$ cat src/rtl/core/hsv_pkg.sv
// Shared types and constants for the RGB to HSV pixel converter.
// No dependencies; every other file imports this package.
package hsv_pkg;

   localparam int CH_W  = 8;
   localparam int HUE_W = 15;
   localparam int SAT_W = 13;

   localparam int HUE_FRAC_BITS_DEF = 6;
   localparam int SAT_FRAC_BITS_DEF = 12;

   // hue degrees covered by one color sector
   localparam int HUE_DEG_PER_SECTOR = 60;

   typedef struct packed {
      logic [CH_W-1:0] red;
      logic [CH_W-1:0] green;
      logic [CH_W-1:0] blue;
   } hsv_req_type;

   typedef struct packed {
      logic [HUE_W-1:0] hue;
      logic [SAT_W-1:0] saturation;
      logic [CH_W-1:0]  brightness;
   } hsv_rsp_type;

   typedef enum logic [1:0] {
      SECTOR_RED,
      SECTOR_GREEN,
      SECTOR_BLUE
   } hsv_sector_type;

   // per-pixel data that rides alongside the divider
   typedef struct packed {
      hsv_sector_type  sector;
      logic            neg;
      logic            gray;
      logic [CH_W-1:0] brightness;
   } hsv_side_type;

endpackage

$ cat src/rtl/core/hsv_div.sv
// Pipelined restoring divider, one quotient bit per stage, two lanes: hue divides
// by the color span, saturation by the brightness carried in the side word.
// Depends on hsv_pkg.
module hsv_div import hsv_pkg::*; #(
   parameter int QUO_W = 13
) (
   input  logic                  clock,
   input  logic                  reset,
   input  logic                  in_valid,
   output logic                  in_ready,
   input  logic [CH_W+QUO_W-1:0] in_hue_num,
   input  logic [CH_W+QUO_W-1:0] in_sat_num,
   input  logic [CH_W-1:0]       in_den,
   input  hsv_side_type          in_side,
   output logic                  out_valid,
   input  logic                  out_ready,
   output logic [QUO_W-1:0]      out_hue_quo,
   output logic                  out_hue_rem_nz,
   output logic [QUO_W-1:0]      out_sat_quo,
   output hsv_side_type          out_side
);

   localparam int ACC_W = CH_W + QUO_W;

   // acc holds {partial remainder, numerator bits still to shift in / quotient so far}
   function automatic logic [ACC_W-1:0] div_step(input logic [ACC_W-1:0] acc,
                                                 input logic [CH_W-1:0]  den);
      logic [CH_W:0] trial;
      logic [CH_W:0] diff;
      logic [ACC_W-1:0] res;
      trial = {acc[ACC_W-1:QUO_W], acc[QUO_W-1]};
      diff  = trial - {1'b0, den};
      if (trial >= {1'b0, den}) begin
         res = {diff[CH_W-1:0], acc[QUO_W-2:0], 1'b1};
      end else begin
         res = {trial[CH_W-1:0], acc[QUO_W-2:0], 1'b0};
      end
      return res;
   endfunction

   logic             valid_ff   [QUO_W];
   logic             src_valid  [QUO_W];
   logic             en         [QUO_W];
   logic [ACC_W-1:0] hue_acc_ff [QUO_W];
   logic [ACC_W-1:0] hue_acc_in [QUO_W];
   logic [ACC_W-1:0] sat_acc_ff [QUO_W];
   logic [ACC_W-1:0] sat_acc_in [QUO_W];
   logic [CH_W-1:0]  den_in     [QUO_W];
   logic [CH_W-1:0]  den_ff     [QUO_W-1];
   hsv_side_type     side_in    [QUO_W];
   hsv_side_type     side_ff    [QUO_W];

   for (genvar k = 0; k < QUO_W; k++) begin : g_stage
      if (k == 0) begin : g_first
         assign src_valid[k] = in_valid;
         assign den_in[k]    = in_den;
         assign side_in[k]   = in_side;
         assign hue_acc_in[k] = div_step(in_hue_num, in_den);
         assign sat_acc_in[k] = div_step(in_sat_num, in_side.brightness);
      end else begin : g_next
         assign src_valid[k] = valid_ff[k-1];
         assign den_in[k]    = den_ff[k-1];
         assign side_in[k]   = side_ff[k-1];
         assign hue_acc_in[k] = div_step(hue_acc_ff[k-1], den_ff[k-1]);
         assign sat_acc_in[k] = div_step(sat_acc_ff[k-1], side_ff[k-1].brightness);
      end

      // a stage loads when empty or when its word moves on
      if (k == QUO_W-1) begin : g_last_en
         assign en[k] = !valid_ff[k] || out_ready;
      end else begin : g_mid_en
         assign en[k] = !valid_ff[k] || en[k+1];
         always_ff @(posedge clock) begin
            if (en[k]) begin
               den_ff[k] <= den_in[k];
            end
         end
      end

      always_ff @(posedge clock) begin
         if (reset) begin
            valid_ff[k] <= 1'b0;
         end else if (en[k]) begin
            valid_ff[k] <= src_valid[k];
         end
      end

      always_ff @(posedge clock) begin
         if (en[k]) begin
            hue_acc_ff[k] <= hue_acc_in[k];
            sat_acc_ff[k] <= sat_acc_in[k];
            side_ff[k]    <= side_in[k];
         end
      end
   end

   assign in_ready       = en[0];
   assign out_valid      = valid_ff[QUO_W-1];
   assign out_hue_quo    = hue_acc_ff[QUO_W-1][QUO_W-1:0];
   assign out_hue_rem_nz = |hue_acc_ff[QUO_W-1][ACC_W-1:QUO_W];
   assign out_sat_quo    = sat_acc_ff[QUO_W-1][QUO_W-1:0];
   assign out_side       = side_ff[QUO_W-1];

endmodule

$ cat src/rtl/core/rgb_to_hsv_pixel_top.sv
// Top level of the RGB to HSV pixel converter.
// Depends on hsv_pkg and hsv_div.
//
// Converts one 8-bit RGB pixel per clock while the output is not stalled, to
// hue (1/2^HUE_FRAC_BITS degree), saturation (2^SAT_FRAC_BITS = 1.0) and
// brightness (largest channel). A pixel passes QUO_W + 4 register stages, where
// QUO_W is the larger of the hue quotient width and SAT_FRAC_BITS + 1; the
// divider retires one quotient bit per stage, which sets that depth. Every stage
// holds its own valid bit, so a stalled result only holds the stages behind it
// and bubbles ahead of the stall keep filling.
module rgb_to_hsv_pixel_top import hsv_pkg::*; #(
   parameter int HUE_FRAC_BITS = HUE_FRAC_BITS_DEF,
   parameter int SAT_FRAC_BITS = SAT_FRAC_BITS_DEF
) (
   input  logic        clock,
   input  logic        reset,
   input  logic        req_valid,
   output logic        req_ready,
   input  hsv_req_type req_data,
   output logic        rsp_valid,
   input  logic        rsp_ready,
   output hsv_rsp_type rsp_data
);

   localparam int HUE_UNIT = HUE_DEG_PER_SECTOR << HUE_FRAC_BITS;
   localparam int HUE_Q_W  = $clog2(HUE_UNIT + 1);
   localparam int SAT_Q_W  = SAT_FRAC_BITS + 1;
   localparam int QUO_W    = (HUE_Q_W > SAT_Q_W) ? HUE_Q_W : SAT_Q_W;
   localparam int ACC_W    = CH_W + QUO_W;
   localparam int HUE_SUM_W = $clog2(6 * HUE_UNIT + 1);
   localparam int HC_A_W   = (HUE_SUM_W > HUE_W) ? HUE_SUM_W : HUE_W;
   localparam int HC_W     = (HC_A_W > QUO_W) ? HC_A_W : QUO_W;
   localparam int SC_W     = (QUO_W > SAT_W) ? QUO_W : SAT_W;

   // stage 0: input register
   logic        s0_valid_ff;
   logic        s0_en;
   hsv_req_type s0_pix_ff;

   // stage 1: max/min, sector, difference magnitude
   logic            s1_valid_ff;
   logic            s1_en;
   logic [CH_W-1:0] s1_delta_ff, s1_delta_in;
   logic [CH_W-1:0] s1_mag_ff, s1_mag_in;
   hsv_side_type    s1_side_ff, s1_side_in;

   // stage 2: numerators
   logic             s2_valid_ff;
   logic             s2_en;
   logic [ACC_W-1:0] s2_hue_num_ff, s2_hue_num_in;
   logic [ACC_W-1:0] s2_sat_num_ff, s2_sat_num_in;
   logic [CH_W-1:0]  s2_den_ff;
   hsv_side_type     s2_side_ff;

   // divider
   logic             div_in_ready;
   logic             div_out_valid;
   logic [QUO_W-1:0] div_hue_quo;
   logic             div_hue_rem_nz;
   logic [QUO_W-1:0] div_sat_quo;
   hsv_side_type     div_side;

   // output register
   logic        rsp_valid_ff;
   logic        out_en;
   hsv_rsp_type rsp_ff, rsp_in;

   assign out_en    = !rsp_valid_ff || rsp_ready;
   assign s2_en     = !s2_valid_ff || div_in_ready;
   assign s1_en     = !s1_valid_ff || s2_en;
   assign s0_en     = !s0_valid_ff || s1_en;
   assign req_ready = s0_en;

   always_ff @(posedge clock) begin
      if (reset) begin
         s0_valid_ff  <= 1'b0;
         s1_valid_ff  <= 1'b0;
         s2_valid_ff  <= 1'b0;
         rsp_valid_ff <= 1'b0;
      end else begin
         if (s0_en)  s0_valid_ff  <= req_valid;
         if (s1_en)  s1_valid_ff  <= s0_valid_ff;
         if (s2_en)  s2_valid_ff  <= s1_valid_ff;
         if (out_en) rsp_valid_ff <= div_out_valid;
      end
   end

   always_comb begin
      logic [CH_W-1:0] mx;
      logic [CH_W-1:0] mn;
      logic [CH_W-1:0] opa;
      logic [CH_W-1:0] opb;
      mx = s0_pix_ff.red;
      mn = s0_pix_ff.red;
      if (s0_pix_ff.green > mx) mx = s0_pix_ff.green;
      if (s0_pix_ff.blue > mx)  mx = s0_pix_ff.blue;
      if (s0_pix_ff.green < mn) mn = s0_pix_ff.green;
      if (s0_pix_ff.blue < mn)  mn = s0_pix_ff.blue;
      // red wins all ties, then green
      if (s0_pix_ff.red == mx) begin
         s1_side_in.sector = SECTOR_RED;
         opa = s0_pix_ff.green;
         opb = s0_pix_ff.blue;
      end else if (s0_pix_ff.green == mx) begin
         s1_side_in.sector = SECTOR_GREEN;
         opa = s0_pix_ff.blue;
         opb = s0_pix_ff.red;
      end else begin
         s1_side_in.sector = SECTOR_BLUE;
         opa = s0_pix_ff.red;
         opb = s0_pix_ff.green;
      end
      s1_side_in.neg        = opa < opb;
      s1_side_in.gray       = mx == mn;
      s1_side_in.brightness = mx;
      s1_mag_in   = (opa < opb) ? (opb - opa) : (opa - opb);
      s1_delta_in = mx - mn;
   end

   assign s2_hue_num_in = ACC_W'(HUE_UNIT) * ACC_W'(s1_mag_ff);
   assign s2_sat_num_in = ACC_W'(s1_delta_ff) << SAT_FRAC_BITS;

   always_ff @(posedge clock) begin
      if (s0_en) begin
         s0_pix_ff <= req_data;
      end
      if (s1_en) begin
         s1_delta_ff <= s1_delta_in;
         s1_mag_ff   <= s1_mag_in;
         s1_side_ff  <= s1_side_in;
      end
      if (s2_en) begin
         s2_hue_num_ff <= s2_hue_num_in;
         s2_sat_num_ff <= s2_sat_num_in;
         s2_den_ff     <= s1_delta_ff;
         s2_side_ff    <= s1_side_ff;
      end
      if (out_en) begin
         rsp_ff <= rsp_in;
      end
   end

   hsv_div #(
      .QUO_W (QUO_W)
   ) u_div (
      .clock          (clock),
      .reset          (reset),
      .in_valid       (s2_valid_ff),
      .in_ready       (div_in_ready),
      .in_hue_num     (s2_hue_num_ff),
      .in_sat_num     (s2_sat_num_ff),
      .in_den         (s2_den_ff),
      .in_side        (s2_side_ff),
      .out_valid      (div_out_valid),
      .out_ready      (out_en),
      .out_hue_quo    (div_hue_quo),
      .out_hue_rem_nz (div_hue_rem_nz),
      .out_sat_quo    (div_sat_quo),
      .out_side       (div_side)
   );

   // floor of a negative quotient is minus the ceiling of its magnitude
   always_comb begin
      logic [HC_W-1:0] quo;
      logic [HC_W-1:0] ceil_quo;
      logic [HC_W-1:0] base;
      logic [HC_W-1:0] hue_full;
      logic [SC_W-1:0] sat_full;
      quo      = HC_W'(div_hue_quo);
      ceil_quo = quo + HC_W'(div_hue_rem_nz);
      case (div_side.sector)
         SECTOR_RED:   base = div_side.neg ? HC_W'(6 * HUE_UNIT) : '0;
         SECTOR_GREEN: base = HC_W'(2 * HUE_UNIT);
         SECTOR_BLUE:  base = HC_W'(4 * HUE_UNIT);
         default:      base = '0;
      endcase
      hue_full = div_side.neg ? (base - ceil_quo) : (base + quo);
      sat_full = SC_W'(div_sat_quo);
      if (div_side.gray) begin
         hue_full = '0;
         sat_full = '0;
      end
      rsp_in.hue        = hue_full[HUE_W-1:0];
      rsp_in.saturation = sat_full[SAT_W-1:0];
      rsp_in.brightness = div_side.brightness;
   end

   assign rsp_valid = rsp_valid_ff;
   assign rsp_data  = rsp_ff;

endmodule

$ cat config.mk
export PLATFORM = sky130hd
export DESIGN_NAME = rgb_to_hsv_pixel_top
export DESIGN_NICKNAME = d
export VERILOG_FILES = /design/src/rtl/core/hsv_pkg.sv /design/src/rtl/core/hsv_div.sv /design/src/rtl/core/rgb_to_hsv_pixel_top.sv
export SDC_FILE = /design/constraint.sdc
export NUM_CORES = 1
export LEC_CHECK = 0
export BUFFER_PORTS_ARGS = -buffer_cell sky130_fd_sc_hd__buf_4
export CAP_MARGIN = 20
export CORE_ASPECT_RATIO = 1.75
export CORE_UTILIZATION = 50
export CTS_CLUSTER_DIAMETER = 100
export DETAILED_ROUTE_END_ITERATION = 10
export PLACE_DENSITY = 0.65
export SLEW_MARGIN = 20
export SYNTH_ARGS = -nofsm -noshare
export SYNTH_HDL_FRONTEND = slang
export SYNTH_SLANG_ARGS = --single-unit
$ cat constraint.sdc
create_clock -name clock -period 15.1 [get_ports clock]
set_input_delay 0 -clock clock [delete_from_list [all_inputs] [get_ports clock]]
set_output_delay 0 -clock clock [all_outputs]
set_load 0.1 [all_outputs]
==> results_dict.tcl <==
set metrics [dict create \
    status "completed" \
    finalSetupTns_ns 0 \
    area_growth_pct 11.4 \
    finalSetupViolations 0 \
    ys_seq_elements 781 \
    cts_root_buf "clkbuf_16" \
    cts-buffers-inserted 72 \
    synth-simple-area-share 0.0818 \
    fin_crit_sh 0.601 \
    postCtsSetupBuffers 0 \
    fp.dieH_um 368 \
    synth_edf_count 777 \
    wire_per_inst_um 17.0 \
    hold_violations 0 \
    yosysSeqAreaShare 0.613 \
    fillers 6013 \
    ant_nets 0 \
    clock_path_buffers 3 \
    slew_headroom 0.301 \
    postLayoutCoreUtil 0.564 \
    ys_types 62 \
    drt-initial-drc-count 1005 \
    yosys-mux-area-fraction 0.00813 \
    clock_skew_ns 0.0244 \
    tightestPinTransition_ns 1.05 \
    cp.arrival_ns 9.46 \
    syn_area_per_cell_sq_um 12.5 \
    dr.pass1.iters 6 \
    period_needed_ns 9.08 \
    cap_violations 0 \
    syn_area_sq_um 38200 \
    power-per-cell-area_nw_per_um2 248 \
    cts_sinks 781 \
    nets 3538 \
    vias_per_cell 5.35 \
    gp_congestion 0.887 \
    grt_start_max_net_pins 61 \
    clk_latency_ns 0.63 \
    n_antenna_cell 0 \
    drive_gt1_frac 0.0651 \
    yosysWarnings 0 \
    ir_worst_vdd_mv 0.354 \
    start_util 0.506 \
    cts_tree "done" \
    crit_path_max_incr_delay_ns 0.81 \
    drc 0 \
    io_pins 66 \
    port_buffers 65 \
    dpl.hpwl_um 55100 \
    row_count 133 \
    p_leak_nw 18.0 \
    fin_area_sq_um 42500 \
    synthXorXnorAreaFrac 0.0271 \
    cp.required_ns 15.48 \
    cts.clk_slew.worst_paths_ns 0.07 \
    p_total_mw 10.6 \
    slew_violations 0 \
    cp-end-kind "flop" \
    path_max_fanout 35 \
    syn_inst 3046 \
    dieArea_sq_um 77500 \
    overflow 0 \
    vias 22700 \
    die_w_um 211 \
    ys.flop_type "edfxtp_1" \
    fmax_mhz 110 \
    syn-num-nets 3409 \
    synth_top_family_by_area "adder cells" \
    antenna_found_initial 0 \
    track_usage 0.192 \
    first_global_vias 24300 \
    path_common_cell "a21oi_1" \
    place_area_sq_um 39900 \
    wirelength_um 71900 \
    criticalPathCategory "reg -> reg" \
    timing.hold.ws_ns 0.0933 \
    start_kind "flop" \
    synthAdderAreaFrac 0.118 \
    min_path_type "in -> reg" \
    async_flop_share 0 \
    core-area_sq_um 75400 \
    synth_compound_area_frac 0.102 \
    rsz0062_at_grt "false" \
    htreeDepth 3 \
    grt_pass1_wl_um 116000 \
    critPathSlowestCell "nand4_2" \
]
sequential cells by signal, summed over array words and instances, names as in the netlist:
| register | cells |
|---|---|
| u_div.hue_acc_ff | 205 |
| u_div.sat_acc_ff | 187 |
| u_div.side_ff | 156 |
| u_div.den_ff | 96 |
| rsp_data | 36 |
| s0_pix_ff | 24 |
| u_div.valid_ff | 13 |
| s1_side_ff | 12 |
| s2_hue_num_ff | 12 |
| s2_side_ff | 12 |
| s1_delta_ff | 8 |
| s1_mag_ff | 8 |
| s2_den_ff | 8 |
| rsp_valid | 1 |
| s0_valid_ff | 1 |
| s1_valid_ff | 1 |
| s2_valid_ff | 1 |
path summary, 6_finish.rpt:
kind | startpoint | end | slack [ns] | cells past startpoint
worst min register to register | u_div.hue_acc_ff[0][53] | u_div.hue_acc_ff[0][75] | 0.41 | 0
worst max register to register | s0_pix_ff[23] | s1_mag_ff[5] | 6.02 | 31
worst max-delay path | s0_pix_ff[23] | s1_mag_ff[5] | 6.02 | 31
worst min-delay path | req_data[23] | s0_pix_ff[23] | 0.09 | 2
stage by stage:
stage	std cells	setup WS, ns
final	4238	6.02
after global routing	4238	5.36
after CTS	4238	6.06
after detailed placement	4084	6.05
after global placement	4084	6.00
after floorplan	3046	8.00
cell usage in the layout, fill, tap and decap left out, types with 14 or more instances in the layout:
| cell type | count |
|---|---|
| o31ai_1 | 50 |
| or4_1 | 26 |
| o311ai_0 | 17 |
| fa_1 | 42 |
| a21boi_0 | 33 |
| edfxtp_1 | 777 |
| nor2b_1 | 88 |
| xnor2_1 | 55 |
| a21o_1 | 37 |
| ha_1 | 293 |
| nand2b_1 | 26 |
| a21oi_1 | 125 |
| inv_1 | 448 |
| mux2i_1 | 22 |
| xor2_1 | 63 |
| dlygate4sd3_1 | 29 |
| nor2_1 | 141 |
| nand2_1 | 224 |
| and3_1 | 27 |
| nand4_1 | 35 |
| o211a_1 | 23 |
| o21ai_0 | 273 |
| nand3_1 | 26 |
| buf_4 | 81 |
| clkbuf_1 | 14 |
| o21bai_1 | 27 |
| clkinv_1 | 18 |
| clkbuf_16 | 74 |
layer usage:
layer,global-route usage,vias up,wire length [um]
met5,0,-,0
met4,0.105,0,3760
met3,0.0268,175,1920
met2,0.415,365,44200
met1,0.153,11100,22000
li1,-,11100,-
critical path, delay by kind of cell, from the launching register on:
family / cells / cell delay [ns]
AO/OA/AOI/OAI: 17 / 4.59
AND/OR/NAND/NOR: 8 / 2.20
adder cells (fa/ha/maj): 3 / 1.03
flip-flops: 1 / 0.50
buffers and inverters: 2 / 0.32
XOR/XNOR: 1 / 0.15
final cells by class:
type | instances | area (sq um) | area share
clock buffers | 88 | 1900 | 0.0448
clock inverters | 37 | 472 | 0.0111
inverters | 453 | 1700 | 0.0400
multi-input cells | 1757 | 12900 | 0.303
flip-flops and latches | 781 | 23400 | 0.550
well taps | 1012 | 1270 | 0.0298
repair buffers | 110 | 898 | 0.0211
power by group:
part,internal (mW),switching [mW]
combinational,1.83,2.67
sequential,3.73,0.472
clock,1.09,0.773
total,6.65,3.92
cell families after synthesis:
logic type,count (synthesis)
flip-flops,781
adder cells (fa/ha/maj),335
XOR/XNOR,118
AND/OR/NAND/NOR,641
AO/OA/AOI/OAI,633
buffers and inverters,508
multiplexers,30
cell usage after synthesis, drive strengths merged, types with 27 or more instances:
cell type / n / share of area
nand2: 229 / 0.023
o21bai: 27 / 0.0053
edfxtp: 777 / 0.61
a21boi: 33 / 0.0065
inv: 453 / 0.045
xor2: 63 / 0.014
a21o: 37 / 0.0073
nor2b: 89 / 0.015
a21oi: 125 / 0.016
o31ai: 50 / 0.0098
ha: 293 / 0.096
and3: 27 / 0.0044
clkbuf: 51 / 0.0050
xnor2: 55 / 0.013
nand4: 37 / 0.0064
o21ai: 274 / 0.036
fa: 42 / 0.022
nor2: 142 / 0.014
nand3: 29 / 0.0039
repair_timing:
action                                 in CTS  in global routing
setup endpoints to repair                   0                  0
gates resized for setup                     0                  0
hold buffers                               29                  0
endpoints found under the hold margin      54                  0
No activity file was read; power rests on OpenSTA's default activity.
